[src/hdl/assert_macros.svh]
// Assertion macros for the RTL of the frame receiver.
// No dependencies; included by files that carry concurrent assertions.
`ifndef ASSERT_MACROS_SVH
`define ASSERT_MACROS_SVH

// Same-cycle implication, disabled during reset.
`define ASSERT_IMPLY(label, clk, rst, ante, cons, msg) \
   label: assert property (@(posedge clk) disable iff (rst) (ante) |-> (cons)) \
      else $error(msg);

// Next-cycle implication, disabled during reset.
`define ASSERT_NEXT(label, clk, rst, ante, cons, msg) \
   label: assert property (@(posedge clk) disable iff (rst) (ante) |=> (cons)) \
      else $error(msg);

`endif

[src/hdl/dfr_pkg.sv]
// Package of the delimited frame receiver: codes, widths and shared types.
// No dependencies.
package dfr_pkg;

   localparam int FRAME_SIZE_DEF = 8;
   localparam int BYTE_W         = 8;
   localparam int TICK_W         = 24;
   localparam int QUEUE_DEPTH    = 4;

   localparam logic [TICK_W-1:0] TICK_MAX      = {TICK_W{1'b1}};
   localparam logic [TICK_W-1:0] TIMEOUT_RESET = 24'd1000;

   // input op codes
   localparam logic OP_BYTE = 1'b0;
   localparam logic OP_TICK = 1'b1;

   // result status codes
   localparam logic [1:0] ST_ACCEPT  = 2'd0;
   localparam logic [1:0] ST_REJECT  = 2'd1;
   localparam logic [1:0] ST_TIMEOUT = 2'd2;

   // register indexes (address bit 2)
   localparam logic REG_DELIM   = 1'b0;
   localparam logic REG_TIMEOUT = 1'b1;

   // one queued job for the output side
   typedef struct packed {
      logic [1:0] kind;   // status code of the job
      logic       bank;   // frame bank, for accepted frames
   } desc_type;

   // bank handed back by the output side
   typedef struct packed {
      logic valid;
      logic bank;
   } release_type;

   // front status seen by the top level checks
   typedef struct packed {
      logic [1:0] busy;
      logic       wbank;
   } front_stat_type;

endpackage

[src/hdl/dfr_if.sv]
// Word channels of the frame receiver: input items and result items.
// Depends on dfr_pkg.
interface dfr_req_if;
   import dfr_pkg::*;
   logic              valid;
   logic              ready;
   logic              op;
   logic [BYTE_W-1:0] rx_byte;
   modport source (output valid, op, rx_byte, input ready);
   modport sink   (input valid, op, rx_byte, output ready);
endinterface

interface dfr_rsp_if;
   import dfr_pkg::*;
   logic              valid;
   logic              ready;
   logic [1:0]        status;
   logic [BYTE_W-1:0] frame_byte;
   logic              last;
   modport source (output valid, status, frame_byte, last, input ready);
   modport sink   (input valid, status, frame_byte, last, output ready);
endinterface

[src/hdl/dfr_queue.sv]
// Job queue between front and back of the frame receiver.
// Depends on dfr_pkg.
module dfr_queue (
   input  logic              clock,
   input  logic              reset,
   input  logic              push,
   input  dfr_pkg::desc_type push_desc,
   output logic              full,
   input  logic              pop,
   output dfr_pkg::desc_type pop_desc,
   output logic              empty
);
   import dfr_pkg::*;

   localparam int PW = $clog2(QUEUE_DEPTH);
   localparam int CW = $clog2(QUEUE_DEPTH + 1);

   desc_type        slot_ff [QUEUE_DEPTH];
   logic [PW-1:0]   wptr_ff, wptr_in;
   logic [PW-1:0]   rptr_ff, rptr_in;
   logic [CW-1:0]   count_ff, count_in;

   assign full     = (count_ff == CW'(QUEUE_DEPTH));
   assign empty    = (count_ff == '0);
   assign pop_desc = slot_ff[rptr_ff];

   always_comb begin
      wptr_in  = wptr_ff;
      rptr_in  = rptr_ff;
      count_in = count_ff;
      if (push) begin
         wptr_in = PW'(wptr_ff + 1'b1);
      end
      if (pop) begin
         rptr_in = PW'(rptr_ff + 1'b1);
      end
      if (push && !pop) begin
         count_in = CW'(count_ff + 1'b1);
      end else if (pop && !push) begin
         count_in = CW'(count_ff - 1'b1);
      end
   end

   always_ff @(posedge clock) begin
      if (reset) begin
         wptr_ff  <= '0;
         rptr_ff  <= '0;
         count_ff <= '0;
      end else begin
         wptr_ff  <= wptr_in;
         rptr_ff  <= rptr_in;
         count_ff <= count_in;
      end
   end

   always_ff @(posedge clock) begin
      if (push) begin
         slot_ff[wptr_ff] <= push_desc;
      end
   end

endmodule

[src/hdl/dfr_front.sv]
// Front of the frame receiver: delimiter hunt, CRC-8, frame checks, timeout.
// Depends on dfr_pkg and dfr_req_if.
module dfr_front #(
   parameter int FRAME_SIZE = dfr_pkg::FRAME_SIZE_DEF
) (
   input  logic                                  clock,
   input  logic                                  reset,
   dfr_req_if.sink                               req,
   input  logic [dfr_pkg::BYTE_W-1:0]            delim,
   input  logic [dfr_pkg::TICK_W-1:0]            timeout,
   input  logic                                  q_full,
   output logic                                  q_push,
   output dfr_pkg::desc_type                     q_desc,
   output logic                                  mem_we,
   output logic [$clog2(FRAME_SIZE):0]           mem_addr,
   output logic [dfr_pkg::BYTE_W-1:0]            mem_data,
   input  dfr_pkg::release_type                  rel,
   output dfr_pkg::front_stat_type               stat
);
   import dfr_pkg::*;

   localparam int AW = $clog2(FRAME_SIZE);
   localparam logic [AW-1:0] LAST_IDX = AW'(FRAME_SIZE - 1);

   function automatic logic [7:0] crc8_update(input logic [7:0] crc, input logic [7:0] b);
      logic [7:0] c;
      c = crc ^ b;
      for (int k = 0; k < 8; k++) begin
         c = c[7] ? ((c << 1) ^ 8'h07) : (c << 1);
      end
      return c;
   endfunction

   logic [AW-1:0]     count_ff, count_in;
   logic [7:0]        crc_ff, crc_in;
   logic [TICK_W-1:0] idle_ff, idle_in;
   logic              size_ok_ff, size_ok_in;
   logic              wbank_ff, wbank_in;
   logic [1:0]        busy_ff, busy_in;

   logic              fire;
   logic [TICK_W-1:0] idle_inc;
   logic [7:0]        crc_next;
   logic              frame_ok;

   assign req.ready = !q_full && !busy_ff[wbank_ff];
   assign fire      = req.valid && req.ready;
   assign idle_inc  = (idle_ff == TICK_MAX) ? idle_ff : TICK_W'(idle_ff + 1'b1);
   assign crc_next  = crc8_update((count_ff == '0) ? 8'hFF : crc_ff, req.rx_byte);
   assign frame_ok  = size_ok_ff && (req.rx_byte == crc_ff);

   assign mem_addr = {wbank_ff, count_ff};
   assign mem_data = req.rx_byte;
   assign mem_we   = fire && (req.op == OP_BYTE) &&
                     ((count_ff != '0) || (req.rx_byte == delim));
   assign stat     = '{busy: busy_ff, wbank: wbank_ff};

   always_comb begin
      count_in   = count_ff;
      crc_in     = crc_ff;
      idle_in    = idle_ff;
      size_ok_in = size_ok_ff;
      wbank_in   = wbank_ff;
      busy_in    = busy_ff;
      q_push     = 1'b0;
      q_desc     = '{kind: ST_ACCEPT, bank: wbank_ff};
      if (rel.valid) begin
         busy_in[rel.bank] = 1'b0;
      end
      if (fire) begin
         if (req.op == OP_TICK) begin
            if (count_ff != '0) begin
               idle_in = idle_inc;
               if (idle_inc > timeout) begin
                  q_push      = 1'b1;
                  q_desc.kind = ST_TIMEOUT;
                  count_in    = '0;
                  crc_in      = 8'hFF;
                  idle_in     = '0;
               end
            end
         end else begin
            idle_in = '0;
            if (count_ff == '0) begin
               if (req.rx_byte == delim) begin
                  crc_in   = crc_next;
                  count_in = AW'(1);
               end
            end else if (count_ff != LAST_IDX) begin
               crc_in   = crc_next;
               count_in = AW'(count_ff + 1'b1);
               if (count_ff == AW'(1)) begin
                  size_ok_in = (req.rx_byte == BYTE_W'(FRAME_SIZE));
               end
            end else begin
               // last byte carries the CRC
               q_push   = 1'b1;
               count_in = '0;
               crc_in   = 8'hFF;
               if (frame_ok) begin
                  q_desc.kind       = ST_ACCEPT;
                  busy_in[wbank_ff] = 1'b1;
                  wbank_in          = !wbank_ff;
               end else begin
                  q_desc.kind = ST_REJECT;
               end
            end
         end
      end
   end

   always_ff @(posedge clock) begin
      if (reset) begin
         count_ff   <= '0;
         crc_ff     <= 8'hFF;
         idle_ff    <= '0;
         size_ok_ff <= 1'b0;
         wbank_ff   <= 1'b0;
         busy_ff    <= '0;
      end else begin
         count_ff   <= count_in;
         crc_ff     <= crc_in;
         idle_ff    <= idle_in;
         size_ok_ff <= size_ok_in;
         wbank_ff   <= wbank_in;
         busy_ff    <= busy_in;
      end
   end

endmodule

[src/hdl/dfr_back.sv]
// Back of the frame receiver: two-bank frame memory and result sequencer.
// Depends on dfr_pkg and dfr_rsp_if.
module dfr_back #(
   parameter int FRAME_SIZE = dfr_pkg::FRAME_SIZE_DEF
) (
   input  logic                                  clock,
   input  logic                                  reset,
   input  logic                                  q_empty,
   input  dfr_pkg::desc_type                     q_desc,
   output logic                                  q_pop,
   input  logic                                  mem_we,
   input  logic [$clog2(FRAME_SIZE):0]           mem_addr,
   input  logic [dfr_pkg::BYTE_W-1:0]            mem_data,
   output dfr_pkg::release_type                  rel,
   dfr_rsp_if.source                             rsp
);
   import dfr_pkg::*;

   localparam int AW    = $clog2(FRAME_SIZE);
   localparam int DEPTH = 2 ** (AW + 1);
   localparam logic [AW-1:0] LAST_IDX = AW'(FRAME_SIZE - 1);

   logic [BYTE_W-1:0] mem [DEPTH];

   logic              active_ff, active_in;
   logic [AW-1:0]     idx_ff, idx_in;
   logic              out_valid_ff, out_valid_in;
   desc_type          cur_ff;
   logic [1:0]        status_ff;
   logic [BYTE_W-1:0] byte_ff;
   logic              last_ff;

   logic              can_load;
   logic              issue;
   logic              is_accept;
   logic              last_byte;

   assign can_load  = !out_valid_ff || rsp.ready;
   assign q_pop     = !active_ff && !q_empty;
   assign issue     = active_ff && can_load;
   assign is_accept = (cur_ff.kind == ST_ACCEPT);
   assign last_byte = (idx_ff == LAST_IDX);
   assign rel       = '{valid: issue && is_accept && last_byte, bank: cur_ff.bank};

   assign rsp.valid      = out_valid_ff;
   assign rsp.status     = status_ff;
   assign rsp.frame_byte = byte_ff;
   assign rsp.last       = last_ff;

   always_comb begin
      active_in    = active_ff;
      idx_in       = idx_ff;
      out_valid_in = out_valid_ff;
      if (q_pop) begin
         active_in = 1'b1;
         idx_in    = '0;
      end
      if (issue) begin
         out_valid_in = 1'b1;
         if (is_accept) begin
            idx_in = AW'(idx_ff + 1'b1);
         end
         if (!is_accept || last_byte) begin
            active_in = 1'b0;
         end
      end else if (rsp.ready) begin
         out_valid_in = 1'b0;
      end
   end

   always_ff @(posedge clock) begin
      if (reset) begin
         active_ff    <= 1'b0;
         idx_ff       <= '0;
         out_valid_ff <= 1'b0;
      end else begin
         active_ff    <= active_in;
         idx_ff       <= idx_in;
         out_valid_ff <= out_valid_in;
      end
   end

   always_ff @(posedge clock) begin
      if (mem_we) begin
         mem[mem_addr] <= mem_data;
      end
   end

   // registered read doubles as the output word register
   always_ff @(posedge clock) begin
      if (q_pop) begin
         cur_ff <= q_desc;
      end
      if (issue) begin
         status_ff <= cur_ff.kind;
         if (is_accept) begin
            byte_ff <= mem[{cur_ff.bank, idx_ff}];
            last_ff <= last_byte;
         end else begin
            byte_ff <= '0;
            last_ff <= 1'b1;
         end
      end
   end

endmodule

[src/hdl/delimited_frame_receiver_crc8.sv]
// Delimited frame receiver with CRC-8. Input words are received bytes (op 0)
// or time ticks (op 1). Bytes are dropped until one equals delimiter_value;
// from there FRAME_SIZE bytes form a frame, accepted when byte 1 equals
// FRAME_SIZE and the last byte equals CRC-8 (poly 0x07, init 0xFF, MSB first)
// over the bytes before it. An accepted frame comes out as FRAME_SIZE words
// (status 0, last on the final byte); a bad frame gives one status 1 word and
// a partial frame idle for more than timeout_ticks ticks gives one status 2
// word. Throughput: unless stalled, the front takes one input word per cycle;
// within a frame the back emits one result word per cycle unless rsp stalls,
// from a registered read of the two-bank frame memory, and it emits nothing
// between jobs while it loads the next one from the queue. An accepted frame
// holds its bank until its final word is emitted; the input stalls only when
// both banks wait to be emitted or the four-entry job queue is full. Each job
// goes via the queue and the back's job register to the output register.
// Registers: delimiter_value at 0x0, timeout_ticks at 0x4 (decoded by paddr
// bit 2), both readable; write only while idle.
//
// File: top level of the frame receiver, with the register port and checks.
// Depends on dfr_pkg, dfr_if, dfr_queue, dfr_front, dfr_back, assert_macros.svh.
`include "assert_macros.svh"

module delimited_frame_receiver_crc8 #(
   parameter int FRAME_SIZE = dfr_pkg::FRAME_SIZE_DEF
) (
   input  logic                        clock,
   input  logic                        reset,
   dfr_req_if.sink                     req_chan,
   dfr_rsp_if.source                   rsp_chan,
   input  logic                        csr_psel,
   input  logic                        csr_penable,
   input  logic                        csr_pwrite,
   input  logic [2:0]                  csr_paddr,
   input  logic [31:0]                 csr_pwdata,
   output logic [31:0]                 csr_prdata,
   output logic                        csr_pready
);
   import dfr_pkg::*;

   localparam int AW = $clog2(FRAME_SIZE);

   // configuration registers
   logic [BYTE_W-1:0] delim_ff, delim_in;
   logic [TICK_W-1:0] timeout_ff, timeout_in;
   logic              csr_wr;

   // front to queue
   logic              q_push;
   logic              q_full;
   desc_type          push_desc;
   // queue to back
   logic              q_pop;
   logic              q_empty;
   desc_type          pop_desc;
   // frame memory write, front to back
   logic              mem_we;
   logic [AW:0]       mem_addr;
   logic [BYTE_W-1:0] mem_data;
   release_type       rel;
   front_stat_type    fstat;

   assign csr_pready = 1'b1;
   assign csr_wr     = csr_psel && csr_penable && csr_pwrite;

   always_comb begin
      delim_in   = delim_ff;
      timeout_in = timeout_ff;
      if (csr_wr) begin
         case (csr_paddr[2])
            REG_DELIM:   delim_in   = csr_pwdata[BYTE_W-1:0];
            REG_TIMEOUT: timeout_in = csr_pwdata[TICK_W-1:0];
            default:     delim_in   = delim_ff;
         endcase
      end
   end

   always_comb begin
      case (csr_paddr[2])
         REG_TIMEOUT: csr_prdata = {{(32-TICK_W){1'b0}}, timeout_ff};
         default:     csr_prdata = {{(32-BYTE_W){1'b0}}, delim_ff};
      endcase
   end

   always_ff @(posedge clock) begin
      if (reset) begin
         delim_ff   <= '0;
         timeout_ff <= TIMEOUT_RESET;
      end else begin
         delim_ff   <= delim_in;
         timeout_ff <= timeout_in;
      end
   end

   // hunt, CRC and checks; one input word per cycle unless the queue is full or the bank is busy
   dfr_front #(.FRAME_SIZE(FRAME_SIZE)) u_front (
      .clock    (clock),
      .reset    (reset),
      .req      (req_chan),
      .delim    (delim_ff),
      .timeout  (timeout_ff),
      .q_full   (q_full),
      .q_push   (q_push),
      .q_desc   (push_desc),
      .mem_we   (mem_we),
      .mem_addr (mem_addr),
      .mem_data (mem_data),
      .rel      (rel),
      .stat     (fstat)
   );

   // jobs: accepted frame (with bank), reject, timeout
   dfr_queue u_queue (
      .clock     (clock),
      .reset     (reset),
      .push      (q_push),
      .push_desc (push_desc),
      .full      (q_full),
      .pop       (q_pop),
      .pop_desc  (pop_desc),
      .empty     (q_empty)
   );

   // frame memory and result words
   dfr_back #(.FRAME_SIZE(FRAME_SIZE)) u_back (
      .clock    (clock),
      .reset    (reset),
      .q_empty  (q_empty),
      .q_desc   (pop_desc),
      .q_pop    (q_pop),
      .mem_we   (mem_we),
      .mem_addr (mem_addr),
      .mem_data (mem_data),
      .rel      (rel),
      .rsp      (rsp_chan)
   );

   // checks
   `ASSERT_IMPLY(a_no_overflow, clock, reset, q_push, !q_full, "job queue overflow")
   `ASSERT_IMPLY(a_no_underflow, clock, reset, q_pop, !q_empty, "job queue underflow")
   `ASSERT_IMPLY(a_bank_free, clock, reset, mem_we, !fstat.busy[mem_addr[AW]],
      "write into a bank still being emitted")
   `ASSERT_IMPLY(a_release_busy, clock, reset, rel.valid, fstat.busy[rel.bank],
      "release of a bank that was not held")
   `ASSERT_IMPLY(a_single_last, clock, reset,
      rsp_chan.valid && (rsp_chan.status != ST_ACCEPT), rsp_chan.last,
      "reject or timeout word without last")

endmodule
[src/flat_wrapper.sv]
// flat-port wrapper written by rule: the top's interface ports become plain ports
module delimited_frame_receiver_crc8_flat import dfr_pkg::*;
#(
   parameter int FRAME_SIZE = dfr_pkg::FRAME_SIZE_DEF
)
  (clock, reset, csr_psel, csr_penable, csr_pwrite, csr_paddr, csr_pwdata, csr_prdata, csr_pready, req_chan_valid, req_chan_op, req_chan_rx_byte, req_chan_ready, rsp_chan_valid, rsp_chan_status, rsp_chan_frame_byte, rsp_chan_last, rsp_chan_ready);
  dfr_req_if req_chan_i ();
  dfr_rsp_if rsp_chan_i ();
  input  logic clock;
  input  logic reset;
  input  logic csr_psel;
  input  logic csr_penable;
  input  logic csr_pwrite;
  input  logic [2:0] csr_paddr;
  input  logic [31:0] csr_pwdata;
  output logic [31:0] csr_prdata;
  output logic csr_pready;
  input wire logic [$bits(req_chan_i.valid)-1:0] req_chan_valid;
  input wire logic [$bits(req_chan_i.op)-1:0] req_chan_op;
  input wire logic [$bits(req_chan_i.rx_byte)-1:0] req_chan_rx_byte;
  output wire logic [$bits(req_chan_i.ready)-1:0] req_chan_ready;
  output wire logic [$bits(rsp_chan_i.valid)-1:0] rsp_chan_valid;
  output wire logic [$bits(rsp_chan_i.status)-1:0] rsp_chan_status;
  output wire logic [$bits(rsp_chan_i.frame_byte)-1:0] rsp_chan_frame_byte;
  output wire logic [$bits(rsp_chan_i.last)-1:0] rsp_chan_last;
  input wire logic [$bits(rsp_chan_i.ready)-1:0] rsp_chan_ready;
  assign req_chan_i.valid = req_chan_valid;
  assign req_chan_i.op = req_chan_op;
  assign req_chan_i.rx_byte = req_chan_rx_byte;
  assign req_chan_ready = req_chan_i.ready;
  assign rsp_chan_valid = rsp_chan_i.valid;
  assign rsp_chan_status = rsp_chan_i.status;
  assign rsp_chan_frame_byte = rsp_chan_i.frame_byte;
  assign rsp_chan_last = rsp_chan_i.last;
  assign rsp_chan_i.ready = rsp_chan_ready;
  delimited_frame_receiver_crc8 #(.FRAME_SIZE(FRAME_SIZE)) u_core (.clock(clock), .reset(reset), .req_chan(req_chan_i), .rsp_chan(rsp_chan_i), .csr_psel(csr_psel), .csr_penable(csr_penable), .csr_pwrite(csr_pwrite), .csr_paddr(csr_paddr), .csr_pwdata(csr_pwdata), .csr_prdata(csr_prdata), .csr_pready(csr_pready));
endmodule
[config.mk]
export PLATFORM = sky130hd
export DESIGN_NAME = delimited_frame_receiver_crc8_flat
export DESIGN_NICKNAME = d
export VERILOG_FILES = /design/src/hdl/dfr_pkg.sv /design/src/hdl/dfr_if.sv /design/src/hdl/dfr_queue.sv /design/src/hdl/dfr_front.sv /design/src/hdl/dfr_back.sv /design/src/hdl/delimited_frame_receiver_crc8.sv /design/src/flat_wrapper.sv
export VERILOG_INCLUDE_DIRS = /design/src /design/src/hdl
export SDC_FILE = /design/constraint.sdc
export NUM_CORES = 1
export LEC_CHECK = 0
export BUFFER_PORTS_ARGS = -buffer_cell sky130_fd_sc_hd__buf_2
export CAP_MARGIN = 20
export CORE_UTILIZATION = 26
export CTS_BUF_LIST = sky130_fd_sc_hd__clkbuf_8
export CTS_CLUSTER_DIAMETER = 40
export DETAILED_ROUTE_END_ITERATION = 7
export PLACE_DENSITY = 0.47
export SLEW_MARGIN = 20
export SYNTH_ARGS = -nofsm -noshare
export SYNTH_HDL_FRONTEND = slang
export SYNTH_SLANG_ARGS = --single-unit
[constraint.sdc]
create_clock -name clock -period 5.35 [get_ports clock]
set_clock_uncertainty 0.15 [all_clocks]
set_input_delay 0.535 -clock clock [delete_from_list [all_inputs] [get_ports clock]]
set_output_delay 0.535 -clock clock [all_outputs]
set_load 0.05 [all_outputs]
==> flow_summary.ini, run 1 <==
[outcome]
status = complete, no violations

[pwr]
p_sw_uw = 1250
pwr-share-comb_pct = 12.5
p_leak_uw = 0.00462
p_seq_share_pct = 46.6
vdd_drop_max_mv = 0.155
clockPowerShare_pct = 40.8
powerDensity_nw_per_um2 = 345
p_int_uw = 3260
switching_share_pct = 27.7

[detailed_routing]
vias = 7212
wire_per_inst_um = 16.5
drt_iter0_markers = 404
postRouteAntennaNets = 0
drc = 0
wirelength_um = 26300
via_per_inst = 4.53
first_pass_iters = 5

[grt]
grt_pass1_vias = 7208
antenna_found_initial = 1
grt_pass1_wl_um = 41200
track_usage_pct = 12.2
grt.overflow.total = 0
grt_max_degree = 70

[die]
num_io_pins = 97
fp.dieW_um = 209
coreArea_um2 = 42000
dieHeight_um = 209
start_util_pct = 26.4
dieArea_um2 = 43600
std_cell_rows = 75

[synthesis]
synth_top_area_share_pct = 41.6
synth_area_leaders = edfxtp_1 (42%), dfxtp_1 (15%), mux4_2 (8.7%), ha_1 (4.2%), xnor2_1 (3.9%)
ys_ff_latch = 237
netlist_area_um2 = 11100
synth.avg_cell_area_um2 = 12.1
yosys_warnings = 0
synth-edff-count = 154
synth_ff_type = edfxtp_1
async_flop_share_pct = 0
synth_area_leader_cell = edfxtp_1
synth_cell_types = 56
ys_seq_area_share_pct = 56.6
syn_inst = 920

[clock_network]
clock_latency_ps = 600
cts_buffers = 46
post_cts_resized = 0
clkTransAtPathRegs_ps = 60
htreeDepth = 2
cts_hold_buf = 7
clock_sinks = 237
cts_root_buf = clkbuf_8
post_cts_buffers = 0
clockBufferDepth = 3
cts_tree = done

[placed_design]
portBuffers = 77
dp_slack_ps = 402
dp_cells = 1503
place_congestion = 0.754
hpwl_um = 17600

[setup_path]
cpMaxStageDelayCell = nor4_1
cp-start-kind = flop
worstPathRequired_ps = 5670
crit_path_max_fanout = 9
path_delay_family = simple AND/OR/NAND/NOR gates
critPathBufInv = 1
slowest_delay_ps = 540
cp.arrival_ps = 5270
cp-end-kind = flop
path_cells = nand4_1 > or2_2 > a211oi_2 > nand2_1 > nor2_1 > xor2_1 > ha_1 > nand4_1 > nor4_1 > o31a_1 > o21ai_1 > o21ai_1 > ha_1 > inv_1 > fa_1 > xor2_1 > or3_1 > a21oi_1
path_class = reg2reg

[sta]
rsz0062_at_grt = false
slew_violations = 0
slew-limit-headroom_pct = 26.9
worst_pin_slew_ps = 1090
fmax_mhz = 202
hold_violations = 0
setup_ws_ps = 401
setup_viol = 0
fin_crit_ps = 4950
setup_tns_ps = 0
timing.final.crit_share_pct = 92.5

[finish]
n_antenna_cell = 0
nFillCells = 4282
fin_cells = 1591
final_layout_size_suffix_gt1_share_pct = 21.6
nets = 1108
syn_to_final_growth_pct = 17.7

[job]
maxCapViolations = 0

[worst_hold_path]
hp-class = in2reg
state kept, by name, summed over array words and instances, names as in the netlist, 3 cells and up:
register and cells:
u_core.u_back.rsp.frame_byte 8, u_core.u_back.idx_ff 3, u_core.u_back.mem 128, u_core.u_queue.slot_ff 12, u_core.delim_ff 8, u_core.u_queue.count_ff 3
u_core.timeout_ff 24, u_core.u_front.idle_ff 24, u_core.u_front.count_ff 3, u_core.u_front.crc_ff 8
power by group through the flow:
stage	Sequential (uW)	Combinational [uW]	Clock (uW)
2_1_floorplan	2190	364	0
3_3_place_gp	2140	567	0
4_1_cts	2110	576	1910
3_5_place_dp	2150	571	0
6_report	2100	565	1840
5_1_grt	2120	613	1990
area by class of cell:
class	count	area, um^2	area share (%)
clock buffers	47	647	4.95
clock inverters	34	292	2.23
inverters	40	150	1.15
multi-input cells	592	4440	33.9
flip-flops and latches	237	6290	48.1
well taps	539	674	5.16
repair buffers	102	591	4.52
through the flow:
| stage | hold WS, ps | utilization (%) | cell area, um^2 | total power (uW) |
|---|---|---|---|---|
| final | 50.0 | 31.1 | 13100 | 4510 |
| after global routing | 24.5 | 31.1 | 13100 | 4720 |
| after CTS | 1.19 | 31.1 | 13100 | 4600 |
| after detailed placement | 296 | 28.7 | 12100 | 2720 |
| after global placement | 293 | 28.7 | 12100 | 2710 |
| after floorplan | 285 | - | 11100 | 2560 |
worst register-to-register path, cell delays in order (launching register included):
cell and delay [ps]:
dfxtp_1 460, nand4_1 220, or2_2 360, a211oi_2 190
nand2_1 240, nor2_1 230, xor2_1 260, ha_1 200
nand4_1 160, nor4_1 540, o31a_1 240, o21ai_1 100
o21ai_1 230, ha_1 220, inv_1 60, fa_1 370
xor2_1 170, or3_1 310, a21oi_1 140
layer usage:
layer  share of wire (%)  vias up  global-route usage [%]
met5               0.049        -                       0
met3                 4.4       46                    2.48
met1                  47     3490                    16.3
met2                  46      158                    19.6
li1                    -     3516                       -
met4                 2.5        2                    4.21
kinds of logic after synthesis:
logic type,Yosys count,share of synthesized area (%)
and+or+nand+nor,301,12.5
DFF,237,56.6
AOI/OAI and AO/OA,109,6.34
buffers and inverters,98,3.75
muxes,70,11.3
xor gates and xnor gates,65,5.12
adders and majority gates,38,4.35
other,2,0.0676
Yosys cell counts (all sizes together), types with 12 or more instances:
| cell | n |
|---|---|
| a22o | 13 |
| a21oi | 49 |
| o21ai | 14 |
| dfxtp | 83 |
| buf | 22 |
| nand2 | 97 |
| nand3 | 21 |
| nand4 | 19 |
| nor2 | 100 |
| edfxtp | 154 |
| mux2 | 12 |
| clkbuf | 36 |
| xor2 | 16 |
| inv | 39 |
| mux4 | 43 |
| xnor2 | 49 |
| ha | 37 |
| mux2i | 15 |
| nor3 | 14 |
path summary, 6_finish.rpt:
path	from	to	slack (ps)	cells after the start
max	u_core.u_front.idle_ff[3]$_SDFFE_PP0P_	u_core.u_queue.count_ff[2]$_SDFFE_PP0P_	400	18
min	csr_pwdata[23]	u_core.timeout_ff[23]$_SDFFE_PP0P_	50	3
max reg2reg	u_core.u_front.idle_ff[3]$_SDFFE_PP0P_	u_core.u_queue.count_ff[2]$_SDFFE_PP0P_	400	18
min reg2reg	u_core.timeout_ff[15]$_SDFFE_PP0P_	u_core.timeout_ff[15]$_SDFFE_PP0P_	300	2
layout by cell type (no fill, tap or decap), drive strengths merged, types with 4 or more instances in the layout:
cell type	count
mux4	43
a21oi	49
edfxtp	154
nor2b	10
a22oi	4
nor2	100
xor2	16
ha	37
nand3	21
mux2	12
clkinvlp	4
conb	9
clkinv	16
bufinv	4
dfxtp	83
a211o	7
o21ai	14
dlygate4sd3	7
buf	95
clkbuf	47
and2	6
mux2i	15
nand2	97
nand3b	4
inv	50
nand2b	11
xnor2	49
nor3	14
nand4	19
a22o	13
nand4b	4
nor4	5
o211ai	6
(Power assumes the default switching activity.)
==> inputs of run 2 (changes only) <==
Settings changed: SYNTH_HIERARCHICAL set to 1.
==> run 2 against run 1 <==
Compared with the run above: power increased by 6.9%; sequential share of layout area decreased by 2.3 points; register-to-register slack improved by 80 ps; worst setup slack improved by 82 ps; highest routed layer unchanged; clock-buffer cell count increased by 8; flip-flop and latch count increased by 2.
==> flow_summary.ini, run 2 <==
[clock_network]
htreeDepth = 2
clock_sinks = 239
clock_latency_ps = 620
cts_buffers = 50
cts_root_buf = clkbuf_8
clockBufferDepth = 3
cts_tree = done
clkTransAtPathRegs_ps = 50

[finish]
layout_commonest_cell = edfxtp_1
largest_register_ffs = 128
n_antenna_cell = 0
top_register = u_core/u_back/mem
nets = 1164
final_layout_size_suffix_gt1_share_pct = 19.6
syn_to_final_growth_pct = 17.5
layout_common_cells = edfxtp_1 (154), dfxtp_1 (84), nor2_1 (82)
fin_area_um2 = 13800
top_regs = u_core/u_back/mem (128), u_core/timeout_ff (24), u_core/u_front/idle_ff (24)
nFillCells = 4519

[pwr]
p_int_uw = 3460
p_leak_uw = 0.00500
p_sw_uw = 1360
finalPower_uw = 4820
clockPowerShare_pct = 41.8
p_seq_share_pct = 44.1
powerDensity_nw_per_um2 = 349
vdd_drop_max_mv = 0.170
switching_share_pct = 28.2
pwr-share-comb_pct = 14.1

[placed_design]
placed_cell_area_um2 = 12600
place_congestion = 0.772
portBuffers = 77
dp_slack_ps = 280
hpwl_um = 19000

[sta]
slew_violations = 0
setup_viol = 0
setup_ws_ps = 483
setup_tns_ps = 0
hold_violations = 0
fmax_mhz = 205
rsz0062_at_grt = false
timing.final.crit_share_pct = 91.0
slew-limit-headroom_pct = 28.9
worst_pin_slew_ps = 1060
fin_crit_ps = 4870

[die]
num_io_pins = 97
coreArea_um2 = 44400
dieHeight_um = 215
fp.dieW_um = 215
dieArea_um2 = 46200
std_cell_rows = 77
start_util_pct = 26.5

[grt]
use_met1_pct = 16.8
grt.overflow.total = 0
grt_pass1_wl_um = 43600
top_usage_layer = met2
grt_util_met2_pct = 18.6
track_usage_pct = 12.1
grt_max_degree = 58
met3_usage_pct = 2.49
grt_pass1_vias = 7617
antenna_found_initial = 1

[setup_path]
path_class = reg2reg
slowest_delay_ps = 370
cp.arrival_ps = 5260
cp-start-kind = flop
cpMaxStageDelayCell = a311oi_4
crit_path_max_fanout = 7
path_cells = and4_2 > and4_2 > a311oi_4 > nand3_1 > and2_1 > or2_2 > ha_1 > nand4_1 > nor4_4 > o311ai_1 > nand3_1 > nand2_1 > nand2_2 > ha_1 > inv_1 > fa_1 > xor2_1 > or3_1 > a21oi_1
cp-end-kind = flop
worstPathRequired_ps = 5740

[detailed_routing]
postRouteAntennaNets = 0
drc = 0
wire_per_inst_um = 16.3
vias = 7633
wirelength_um = 27900
first_pass_iters = 4
via_per_inst = 4.47
drt_iter0_markers = 407

[synthesis]
syn_inst = 976
netlist_area_um2 = 11800
synth.avg_cell_area_um2 = 12.1
yosys_warnings = 6

[outcome]
status = complete, no violations

[worst_hold_path]
hp-class = in2reg

[job]
maxCapViolations = 0
==> run 2: path summary, 6_finish.rpt <==
kind                                               start                                      end  slack (ps)  cells past startpoint
setup / recovery  u_core/u_front/idle_ff[9]$_SDFFE_PP0P_  u_core/u_queue/count_ff[2]$_SDFFE_PP0P_         480                     19
hold / removal                             csr_pwdata[4]          u_core/delim_ff[4]$_SDFFE_PP0P_          60                      3
setup reg to reg  u_core/u_front/idle_ff[9]$_SDFFE_PP0P_  u_core/u_queue/count_ff[2]$_SDFFE_PP0P_         480                     19
hold reg to reg   u_core/u_front/size_ok_ff$_SDFFE_PP0P_   u_core/u_front/size_ok_ff$_SDFFE_PP0P_         310                      2
==> run 2: layer usage <==
metal | vias to the layer above | routed length (um)
met5 | - | 10
met4 | 2 | 676
li1 | 3758 | -
met2 | 149 | 12200
met3 | 54 | 1150
met1 | 3670 | 13800
==> run 2: critical path, delay by kind of cell, from the launching register on <==
| family | cells | cell delay (ps) |
|---|---|---|
| AND/OR/NAND/NOR | 11 | 2520 |
| adder cells (fa/ha/maj) | 3 | 890 |
| AO/OA/AOI/OAI | 3 | 680 |
| flip-flops | 1 | 330 |
| XOR/XNOR | 1 | 150 |
| buffers and inverters | 1 | 60 |
==> run 2: timing repair <==
item                                    CTS  global route
endpoints found under the hold margin    21             0
endpoints found under the setup margin    0             1
setup buffers                             0             0
resized for setup                         0             2
hold buffers                             19             0
==> run 2: metrics by stage <==
stage          utilization (%)  hold slack (ps)  std cells
6_report                  31.2             61.9       1709
5_1_grt                   31.2             38.4       1709
4_1_cts                   31.1             1.42       1709
3_5_place_dp              28.3              313       1597
3_3_place_gp              28.3              299       1597
2_1_floorplan                -              284        983
==> run 2: cell type report <==
class                      count  area (um^2)  share of cell area, %
clock buffer                  55          757                   5.47
clock inverter                38          307                   2.22
inverter                      37          139                   1.00
multi-input combinational    639         4890                   35.3
sequential                   239         6330                   45.7
tap                          592          741                   5.35
timing repair buffer         109          676                   4.88
==> run 2: power groups by stage <==
stage | clock (uW) | sequential, uW | combinational, uW
3_5_place_dp | 0 | 2170 | 674
3_3_place_gp | 0 | 2170 | 672
2_1_floorplan | 0 | 2230 | 460
4_1_cts | 2090 | 2130 | 687
5_1_grt | 2170 | 2140 | 731
6_report | 2010 | 2130 | 681
